File: config.mk
export PLATFORM = sky130hd
export DESIGN_NAME = integer_literal_parser
export DESIGN_NICKNAME = d
export VERILOG_FILES = /design/src/rtl/ilp_pkg.sv /design/src/rtl/ilp_accum.sv /design/src/rtl/ilp_final.sv /design/src/rtl/integer_literal_parser.sv
export SDC_FILE = /design/constraint.sdc
export NUM_CORES = 1
export LEC_CHECK = 0
export CORE_MARGIN = 2
export CORE_UTILIZATION = 40
export DETAILED_ROUTE_END_ITERATION = 10
export DONT_BUFFER_PORTS = 1
export PLACE_DENSITY = 0.58
export SETUP_SLACK_MARGIN = 0.3
export SYNTH_ARGS = -nofsm -noshare
export SYNTH_HDL_FRONTEND = slang
export SYNTH_SLANG_ARGS = --single-unit
File: constraint.sdc
create_clock -name clk -period 7.9 [get_ports clk]
set_input_delay 0.79 -clock clk [delete_from_list [all_inputs] [get_ports clk]]
set_output_delay 0.79 -clock clk [all_outputs]
set_load 0.01 [all_outputs]
File: src/rtl/ilp_pkg.sv
`timescale 1ns / 1ps

package ilp_pkg;

  localparam int CHAR_W = 8;
  localparam int MAG_W  = 64;
  localparam int STAT_W = 3;

  localparam logic [7:0] CH_QUOTE  = 8'h27;
  localparam logic [7:0] CH_BSLASH = 8'h5c;

  localparam logic [1:0] PH_START  = 2'd0;
  localparam logic [1:0] PH_SIGNED = 2'd1;
  localparam logic [1:0] PH_ZERO   = 2'd2;
  localparam logic [1:0] PH_DIGITS = 2'd3;

  localparam logic [1:0] RX_DEC = 2'd0;
  localparam logic [1:0] RX_HEX = 2'd1;
  localparam logic [1:0] RX_BIN = 2'd2;
  localparam logic [1:0] RX_OCT = 2'd3;

  localparam logic [STAT_W-1:0] ST_OK         = 3'd0;
  localparam logic [STAT_W-1:0] ST_INVALID    = 3'd1;
  localparam logic [STAT_W-1:0] ST_NEG_RANGE  = 3'd2;
  localparam logic [STAT_W-1:0] ST_BAD_ESCAPE = 3'd3;
  localparam logic [STAT_W-1:0] ST_BAD_CHAR   = 3'd4;

  localparam logic [MAG_W-1:0] MIN_MAGNITUDE = {1'b1, {(MAG_W-1){1'b0}}};

  // Finished token state, handed from the accumulator to the result stage
  typedef struct packed {
    logic              char_lit;
    logic              len3;
    logic              len4;
    logic [7:0]        second_byte;
    logic [7:0]        third_byte;
    logic              zero_only;
    logic              invalid;
    logic              digit_seen;
    logic              negative;
    logic [MAG_W-1:0]  magnitude;
  } snap_t;

  // {ok, byte} for the character after a backslash
  function automatic logic [8:0] escape_lookup(input logic [7:0] c);
    logic [8:0] r;
    case (c)
      8'h30:     r = {1'b1, 8'd0};
      8'h6e:     r = {1'b1, 8'd10};
      8'h72:     r = {1'b1, 8'd13};
      8'h74:     r = {1'b1, 8'd9};
      CH_BSLASH: r = {1'b1, 8'd92};
      CH_QUOTE:  r = {1'b1, 8'd39};
      default:   r = {1'b0, 8'd0};
    endcase
    return r;
  endfunction

endpackage

File: src/rtl/ilp_accum.sv
`timescale 1ns / 1ps

module ilp_accum (
  input  logic                        clk,
  input  logic                        rst_n,
  input  logic                        take,
  input  logic                        last,
  input  logic [ilp_pkg::CHAR_W-1:0]  char_in,
  input  logic                        snap_pop,
  output logic                        snap_valid,
  output ilp_pkg::snap_t              snap
);

  logic [2:0]                 count_r, count_nxt;
  logic [7:0]                 first_r, first_nxt;
  logic [7:0]                 second_r, second_nxt;
  logic [7:0]                 third_r, third_nxt;
  logic                       neg_r, neg_nxt;
  logic [1:0]                 phase_r, phase_nxt;
  logic [1:0]                 radix_r, radix_nxt;
  logic [ilp_pkg::MAG_W-1:0]  mag_r, mag_nxt;
  logic                       inval_r, inval_nxt;
  logic                       seen_r, seen_nxt;
  logic                       snap_valid_r;
  ilp_pkg::snap_t             snap_r, snap_nxt;

  logic                       dig_en;
  logic                       dok;
  logic [7:0]                 dfull;
  logic [5:0]                 d;
  logic [5:0]                 dlim;
  logic                       dvalid;
  logic [ilp_pkg::MAG_W+3:0]  prod;
  logic [ilp_pkg::MAG_W+3:0]  sum;

  always_comb begin
    dok   = 1'b1;
    dfull = 8'd0;
    if (char_in >= 8'h30 && char_in <= 8'h39) begin
      dfull = char_in - 8'h30;
    end else if (char_in >= 8'h61 && char_in <= 8'h7a) begin
      dfull = char_in - 8'd87;
    end else if (char_in >= 8'h41 && char_in <= 8'h5a) begin
      dfull = char_in - 8'd55;
    end else begin
      dok = 1'b0;
    end
    d = dfull[5:0];
    case (radix_r)
      ilp_pkg::RX_HEX: dlim = 6'd16;
      ilp_pkg::RX_BIN: dlim = 6'd2;
      ilp_pkg::RX_OCT: dlim = 6'd8;
      default:         dlim = 6'd10;
    endcase
    dvalid = dok && (d < dlim);
  end

  // shift-add multiply by the radix, plus the digit; top four bits flag overflow
  always_comb begin
    case (radix_r)
      ilp_pkg::RX_HEX: prod = {mag_r, 4'b0};
      ilp_pkg::RX_BIN: prod = {3'b0, mag_r, 1'b0};
      ilp_pkg::RX_OCT: prod = {1'b0, mag_r, 3'b0};
      default:         prod = {1'b0, mag_r, 3'b0} + {3'b0, mag_r, 1'b0};
    endcase
    sum = prod + {{(ilp_pkg::MAG_W-2){1'b0}}, d};
  end

  always_comb begin
    count_nxt  = (count_r < 3'd7) ? count_r + 3'd1 : count_r;
    first_nxt  = first_r;
    second_nxt = second_r;
    third_nxt  = third_r;
    neg_nxt    = neg_r;
    phase_nxt  = phase_r;
    radix_nxt  = radix_r;
    mag_nxt    = mag_r;
    inval_nxt  = inval_r;
    seen_nxt   = seen_r;
    dig_en     = 1'b0;

    if (count_r == 3'd0) first_nxt = char_in;
    if (count_r == 3'd1) second_nxt = char_in;
    if (count_r == 3'd2) third_nxt = char_in;

    case (phase_r)
      ilp_pkg::PH_START: begin
        if (char_in == 8'h2b || char_in == 8'h2d) begin
          neg_nxt   = (char_in == 8'h2d);
          phase_nxt = ilp_pkg::PH_SIGNED;
        end else if (char_in == 8'h30) begin
          phase_nxt = ilp_pkg::PH_ZERO;
        end else begin
          phase_nxt = ilp_pkg::PH_DIGITS;
          dig_en    = 1'b1;
        end
      end
      ilp_pkg::PH_SIGNED: begin
        if (char_in == 8'h30) begin
          phase_nxt = ilp_pkg::PH_ZERO;
        end else begin
          phase_nxt = ilp_pkg::PH_DIGITS;
          dig_en    = 1'b1;
        end
      end
      ilp_pkg::PH_ZERO: begin
        phase_nxt = ilp_pkg::PH_DIGITS;
        if (char_in == 8'h78 || char_in == 8'h58) begin
          radix_nxt = ilp_pkg::RX_HEX;
        end else if (char_in == 8'h62 || char_in == 8'h42) begin
          radix_nxt = ilp_pkg::RX_BIN;
        end else if (char_in == 8'h6f || char_in == 8'h4f) begin
          radix_nxt = ilp_pkg::RX_OCT;
        end else begin
          seen_nxt = 1'b1;
          dig_en   = 1'b1;
        end
      end
      default: begin
        dig_en = 1'b1;
      end
    endcase

    if (dig_en) begin
      if (!dvalid) begin
        inval_nxt = 1'b1;
      end else begin
        seen_nxt = 1'b1;
        if (!inval_r) begin
          if (|sum[ilp_pkg::MAG_W+3:ilp_pkg::MAG_W]) begin
            inval_nxt = 1'b1;
          end else begin
            mag_nxt = sum[ilp_pkg::MAG_W-1:0];
          end
        end
      end
    end

    snap_nxt.char_lit    = (count_r >= 3'd2) && (first_nxt == ilp_pkg::CH_QUOTE) &&
                           (char_in == ilp_pkg::CH_QUOTE);
    snap_nxt.len3        = (count_r == 3'd2);
    snap_nxt.len4        = (count_r == 3'd3);
    snap_nxt.second_byte = second_nxt;
    snap_nxt.third_byte  = third_nxt;
    snap_nxt.zero_only   = (phase_nxt == ilp_pkg::PH_ZERO);
    snap_nxt.invalid     = inval_nxt;
    snap_nxt.digit_seen  = seen_nxt;
    snap_nxt.negative    = neg_nxt;
    snap_nxt.magnitude   = mag_nxt;
  end

  always_ff @(posedge clk) begin
    if (!rst_n) begin
      count_r  <= 3'd0;
      first_r  <= 8'd0;
      second_r <= 8'd0;
      third_r  <= 8'd0;
      neg_r    <= 1'b0;
      phase_r  <= ilp_pkg::PH_START;
      radix_r  <= ilp_pkg::RX_DEC;
      mag_r    <= '0;
      inval_r  <= 1'b0;
      seen_r   <= 1'b0;
    end else if (take) begin
      if (last) begin
        count_r  <= 3'd0;
        first_r  <= 8'd0;
        second_r <= 8'd0;
        third_r  <= 8'd0;
        neg_r    <= 1'b0;
        phase_r  <= ilp_pkg::PH_START;
        radix_r  <= ilp_pkg::RX_DEC;
        mag_r    <= '0;
        inval_r  <= 1'b0;
        seen_r   <= 1'b0;
      end else begin
        count_r  <= count_nxt;
        first_r  <= first_nxt;
        second_r <= second_nxt;
        third_r  <= third_nxt;
        neg_r    <= neg_nxt;
        phase_r  <= phase_nxt;
        radix_r  <= radix_nxt;
        mag_r    <= mag_nxt;
        inval_r  <= inval_nxt;
        seen_r   <= seen_nxt;
      end
    end
  end

  always_ff @(posedge clk) begin
    if (!rst_n) begin
      snap_valid_r <= 1'b0;
    end else if (take && last) begin
      snap_valid_r <= 1'b1;
    end else if (snap_pop) begin
      snap_valid_r <= 1'b0;
    end
  end

  always_ff @(posedge clk) begin
    if (take && last) begin
      snap_r <= snap_nxt;
    end
  end

  assign snap_valid = snap_valid_r;
  assign snap       = snap_r;

`ifndef SYNTHESIS
  a_clear_after_last: assert property (@(posedge clk) disable iff (!rst_n)
    take && last |=> count_r == 3'd0 && phase_r == ilp_pkg::PH_START && !inval_r)
    else $error("token state not cleared after last character");
`endif

endmodule

File: src/rtl/ilp_final.sv
`timescale 1ns / 1ps

module ilp_final (
  input  logic                         clk,
  input  logic                         rst_n,
  input  logic                         snap_valid,
  input  ilp_pkg::snap_t               snap,
  input  logic                         out_ready,
  output logic                         snap_pop,
  output logic                         out_valid,
  output logic [ilp_pkg::MAG_W-1:0]    value,
  output logic [ilp_pkg::STAT_W-1:0]   status
);

  logic                        out_free;
  logic                        load;
  logic                        out_valid_r;
  logic [ilp_pkg::MAG_W-1:0]   value_r, value_nxt;
  logic [ilp_pkg::STAT_W-1:0]  status_r, status_nxt;
  logic [8:0]                  esc;

  assign out_free = !out_valid_r || out_ready;
  assign load     = snap_valid && out_free;
  assign snap_pop = out_free;

  always_comb begin
    esc        = ilp_pkg::escape_lookup(snap.third_byte);
    value_nxt  = '0;
    status_nxt = ilp_pkg::ST_OK;
    if (snap.char_lit) begin
      if (snap.len3) begin
        value_nxt = {{(ilp_pkg::MAG_W-8){1'b0}}, snap.second_byte};
      end else if (snap.len4 && snap.second_byte == ilp_pkg::CH_BSLASH) begin
        if (esc[8]) begin
          value_nxt = {{(ilp_pkg::MAG_W-8){1'b0}}, esc[7:0]};
        end else begin
          status_nxt = ilp_pkg::ST_BAD_ESCAPE;
        end
      end else begin
        status_nxt = ilp_pkg::ST_BAD_CHAR;
      end
    end else if (snap.zero_only) begin
      value_nxt = '0;
    end else if (snap.invalid || !snap.digit_seen) begin
      status_nxt = ilp_pkg::ST_INVALID;
    end else if (snap.negative) begin
      if (snap.magnitude > ilp_pkg::MIN_MAGNITUDE) begin
        status_nxt = ilp_pkg::ST_NEG_RANGE;
      end else begin
        value_nxt = ~snap.magnitude + {{(ilp_pkg::MAG_W-1){1'b0}}, 1'b1};
      end
    end else begin
      value_nxt = snap.magnitude;
    end
  end

  always_ff @(posedge clk) begin
    if (!rst_n) begin
      out_valid_r <= 1'b0;
    end else if (load) begin
      out_valid_r <= 1'b1;
    end else if (out_ready) begin
      out_valid_r <= 1'b0;
    end
  end

  always_ff @(posedge clk) begin
    if (load) begin
      value_r  <= value_nxt;
      status_r <= status_nxt;
    end
  end

  assign out_valid = out_valid_r;
  assign value     = value_r;
  assign status    = status_r;

endmodule

File: src/rtl/integer_literal_parser.sv
`timescale 1ns / 1ps

// Parses one operand token, one character per transfer with tlast on the final
// character, into a signed 64-bit value and a status (0 ok, 1 invalid number,
// 2 negative out of range, 3 bad escape, 4 bad character literal). Takes one
// character every cycle, the rate set by the shift-add digit accumulator, but
// holds a last character while the previous token's snapshot still waits for a
// stalled result register. A token's last character passes from the input
// register to the accumulator snapshot, then to the result register.

module integer_literal_parser (
  input  logic        clk,
  input  logic        rst_n,
  input  logic        in_tvalid,
  output logic        in_tready,
  input  logic [7:0]  in_tdata,   // [7:0] character
  input  logic        in_tlast,
  output logic        out_tvalid,
  input  logic        out_tready,
  output logic [71:0] out_tdata   // [63:0] value, [66:64] status, [71:67] zero
);

  logic                        in_valid_r;
  logic [ilp_pkg::CHAR_W-1:0]  char_r;
  logic                        last_r;
  logic                        take;
  logic                        snap_valid;
  logic                        snap_pop;
  ilp_pkg::snap_t              snap;
  logic [ilp_pkg::MAG_W-1:0]   value;
  logic [ilp_pkg::STAT_W-1:0]  status;

  assign take      = in_valid_r && (!last_r || !snap_valid || snap_pop);
  assign in_tready = !in_valid_r || take;

  always_ff @(posedge clk) begin
    if (!rst_n) begin
      in_valid_r <= 1'b0;
    end else if (in_tready) begin
      in_valid_r <= in_tvalid;
    end
  end

  always_ff @(posedge clk) begin
    if (in_tready && in_tvalid) begin
      char_r <= in_tdata;
      last_r <= in_tlast;
    end
  end

  ilp_accum u_accum (
    .clk        (clk),
    .rst_n      (rst_n),
    .take       (take),
    .last       (last_r),
    .char_in    (char_r),
    .snap_pop   (snap_pop),
    .snap_valid (snap_valid),
    .snap       (snap)
  );

  ilp_final u_final (
    .clk        (clk),
    .rst_n      (rst_n),
    .snap_valid (snap_valid),
    .snap       (snap),
    .out_ready  (out_tready),
    .snap_pop   (snap_pop),
    .out_valid  (out_tvalid),
    .value      (value),
    .status     (status)
  );

  assign out_tdata = {5'b0, status, value};

`ifndef SYNTHESIS
  a_zero_on_error: assert property (@(posedge clk) disable iff (!rst_n)
    out_tvalid && out_tdata[66:64] != ilp_pkg::ST_OK |-> out_tdata[63:0] == 64'd0)
    else $error("nonzero value with error status");

  a_status_range: assert property (@(posedge clk) disable iff (!rst_n)
    out_tvalid |-> out_tdata[66:64] <= ilp_pkg::ST_BAD_CHAR)
    else $error("undefined status code");

  a_idle_after_reset: assert property (@(posedge clk)
    rst_n && $past(!rst_n) |-> !out_tvalid && !snap_valid)
    else $error("result pending right after reset");
`endif

endmodule

==> summary.md <==
| Metric | Value |
|---|---|
| Status | complete, no violations |
| Hold_ws | ~0.34 ns |
| GRT overflow | 0 |
| Yosys cell types | roughly 100 |
| Port Buf Inserts | 0 |
| Top-area cell type share of the netlist area | a little under a quarter |
| Highest Clock Rate | 0.148 GHz |
| GRT met3 Usage | roughly 3.4% |
| Residual DRC | 0 |
| Vias | between 15000 and 20000 |
| Yosys top cell by area | edfxtp_1 |
| Number of global-route vias before repair | between 15000 and 20000 |
| Period utilisation layout | 85.7% |
| Crit Path Class | register to register |
| Netlist Area Pre-Place | 0.0206 mm2 |
| Maximum buffer depth of the clock tree | 3 |
| Total GRT Usage | 23.6% |
| Initial Util | between 40 and 50% |
| CTS Hold Bufs | 0 |
| First-pass GRT wire length | between 100000 and 150000 um |
| Hold Crit Class | input pin to register |
| Core Box Area | about 0.051 mm2 |
| H-tree depth | 1 |
| EDFF count, synth | 163 |
| Synth area leaders | edfxtp_1 (24%), dfxtp_1 (9.8%), ha_1 (5.7%) |
| Async SR Flop Fraction | 0% |
| Largest net degree at the start of global routing | between 80 and 90 |
| Setup violators final | 0 |
| Fill count | roughly 5000 |
| Critical path required time | between 8 and 9 ns |
| Final Instance Area | about 0.022 mm2 |
| Lkg Pwr | ~7.4 nW |
| RD Place Congestion | between 1 and 1.5 |
| Number of max-cap violations | 0 |
| Ant diodes | 0 |
| Setup bufs post-CTS | 0 |
| Global routing's busiest layer | met1 |
| Avg Cell Area, Syn | slightly below 9 um2 |
| Row count | 83 |
| Max Slew Vio Count | 0 |
| CTS root buf | clkbuf_16 |
| Minimum clock period after layout | 6.77 ns |
| Flop-to-flop setup slack | 1.13 ns |
| RSZ-0062 raised after global routing | no |
| Vias per cell | around 6.3 |
| Iteration count of the initial detailed-routing pass | 9 |
| CTS tree | done |
| M1 GR Usage | between 30% and 40% |
| Multi-input logic area | about 0.013 mm2 |
| Most used DFF post-synth | edfxtp_1 |
| Synthesis-to-finish area growth | 6.34% |
| Share of cells above drive strength 1 | approximately 7.4% |
| Worst slew margin | about 33% |
| Routed wire length | 65000 um |
| Non-filler cells, final | slightly below 3000 |
| Startpoint Class | register |
| CTS resizes | 0 |
| Cells after DPL | ~2900 |
| Worst-path clk slew | ~0.070 ns |
| CP arrival | 7.04 ns |
| Sequential area share after synthesis | between 30% and 40% |
| I/O pins | 87 |
| Flop and latch count out of synthesis | between 200 and 300 |
| Clock Sinks | 264 |
| NumNets Final | 2352 |
| Final Skew | around 0.025 ns |
| Starting DRT DRC Count | between 2000 and 3000 |
| Syn Inst Count | ~2300 |
| Worst setup EP type | register |
| Met2 usage | roughly 33% |
| DR WL/cell | 22.1 um |
| Yosys warns | 0 |
| Final-report hold violation count | 0 |
| Antenna violations before repair | 0 |
| Power density cells | between 100 and 150 mW/mm2 |
| Placement Cell Area | roughly 0.021 mm2 |
| Overall die height | 231 um |
| Die Wd | about 230 um |
| CP max FO | 36 |
| Worst skew pair latency | between 0.5 and 0.6 ns |
| Register Area | between 0.006 and 0.007 mm2 |
| Worst Max-Slew Pin Slew | ~1 ns |
| Fin Setup TNS | 0 ns |
| Die footprint | roughly 0.053 mm2 |
| Detail Route Antenna Nets | 0 |
| Total CTS buffers | 26 |
| Post-DP HPWL | between 50000 and 60000 um |
| Max IR drop VDD | ~160 uV |
## path summary, 6_finish.rpt
kind / start / endpoint / cells after the start
max: char_r[1]$_DFFE_PP_ / u_accum.snap[47]$_DFFE_PP_ / 21
min reg2reg: u_accum.second_r[0]$_SDFFE_PN0P_ / u_accum.second_r[0]$_SDFFE_PN0P_ / 2
min: in_tdata[6] / char_r[6]$_DFFE_PP_ / 0
max reg2reg: char_r[1]$_DFFE_PP_ / u_accum.snap[47]$_DFFE_PP_ / 21
## synth_stat cells, types with 58 or more instances
| master | number |
|---|---|
| a21oi_1 | 146 |
| o21ai_0 | 115 |
| nand4_1 | 58 |
| nand2_1 | 234 |
| edfxtp_1 | 163 |
| clkbuf_1 | 63 |
| nand3_1 | 64 |
| a22o_1 | 68 |
| xnor2_1 | 58 |
| ha_1 | 93 |
| xor2_1 | 80 |
| dfxtp_1 | 101 |
| nor2_1 | 196 |
## cells by family (layout without fill, tap and decap cells)
group / count (synthesis) / count (layout) / share of synthesized area (%)
AND/OR/NAND/NOR: 831 / 831 / 20.3
AO/OA/AOI/OAI: 719 / 719 / 25.1
flip-flops: 264 / 264 / 33.6
buffers and inverters: 188 / 116 / 4.09
XOR/XNOR: 138 / 138 / 5.87
multiplexers: 96 / 96 / 5.18
adder cells (fa/ha/maj): 95 / 95 / 5.85
other: 1 / 5 / 0.0182
## cell usage in the layout, fill, tap and decap left out, types with 18 or more instances in the layout
cell	synthesis	final
a211oi_1	24	24
a21boi_0	25	25
a21o_1	27	27
a21oi_1	146	146
a222oi_1	50	50
a22o_1	68	68
a22oi_1	29	29
a31oi_1	18	18
and2_1	25	25
clkbuf_16	0	29
dfxtp_1	101	101
edfxtp_1	163	163
ha_1	93	89
inv_1	48	48
mux2_1	28	28
mux2_2	56	56
nand2_1	234	234
nand3_1	64	64
nand4_1	58	58
nor2_1	196	195
nor2b_1	33	32
nor3_1	50	50
nor4_1	26	26
o211ai_1	23	23
o21a_1	28	28
o21ai_0	115	115
o31ai_1	19	19
or3_1	36	36
xnor2_1	58	58
xor2_1	80	80
## routing by layer
metal / up-vias / part of all wire (%)
li1: 8770 / -
met1: 8934 / 50
met2: 853 / 39
met3: 67 / 9.3
met4: 0 / 1.7
met5: - / 0
## flip-flops by register name, indices dropped and copies added (netlist names), 2 cells and up
register / flops
char_r: 8
u_accum.count_r: 3
u_accum.first_r: 8
u_accum.mag_r: 64
u_accum.phase_r: 2
u_accum.radix_r: 2
u_accum.second_r: 8
u_accum.snap: 87
u_accum.third_r: 8
u_final.status: 3
u_final.value: 64
## layout make-up
type	count	area share (%)
multi-input combinational	1884	58.8
sequential	264	31.6
tap	680	3.89
clock buffer	37	3.55
inverter	50	0.858
timing repair buffer	18	0.675
clock inverter	11	0.612
## where the power goes
part           total (mW)  leakage [nW]  internal, mW  switching (mW)
registers            1.52          2.35          1.48          0.0338
logic               0.146          4.59        0.0511          0.0952
clock network        1.29         0.441         0.761           0.533
total                2.96          7.39          2.30           0.662
## stage by stage
| step | power (mW) | setup slack, ns | util [%] |
|---|---|---|---|
| detailed placement | 1.69 | 1.13 | 41.0 |
| CTS | 2.99 | 1.11 | 42.8 |
| global route | 3.05 | 0.725 | 42.8 |
| floorplan | 1.66 | 1.29 | - |
| finish | 2.96 | 1.13 | 42.8 |
| global placement | 1.69 | 1.34 | 41.0 |
## worst max-delay path, stage by stage (launching register included)
cell and delay [ns]:
edfxtp_1 0.58, inv_1 0.18, ha_1 0.23, nand3b_1 0.15, nand2_1 0.06, a2111o_1 0.46
and2_1 0.19, o21ai_0 0.40, fa_1 0.32, a21o_1 0.12, a21oi_1 0.09, inv_1 0.06
a21oi_1 0.07, or3_1 0.39, nor4_1 0.31, nand4b_1 0.31, nor4_2 0.40, or3b_1 0.42
nor4_1 0.43, o221a_4 0.42, buf_4 0.47, mux2_2 0.40
No activity file was read; power rests on OpenSTA's default activity.
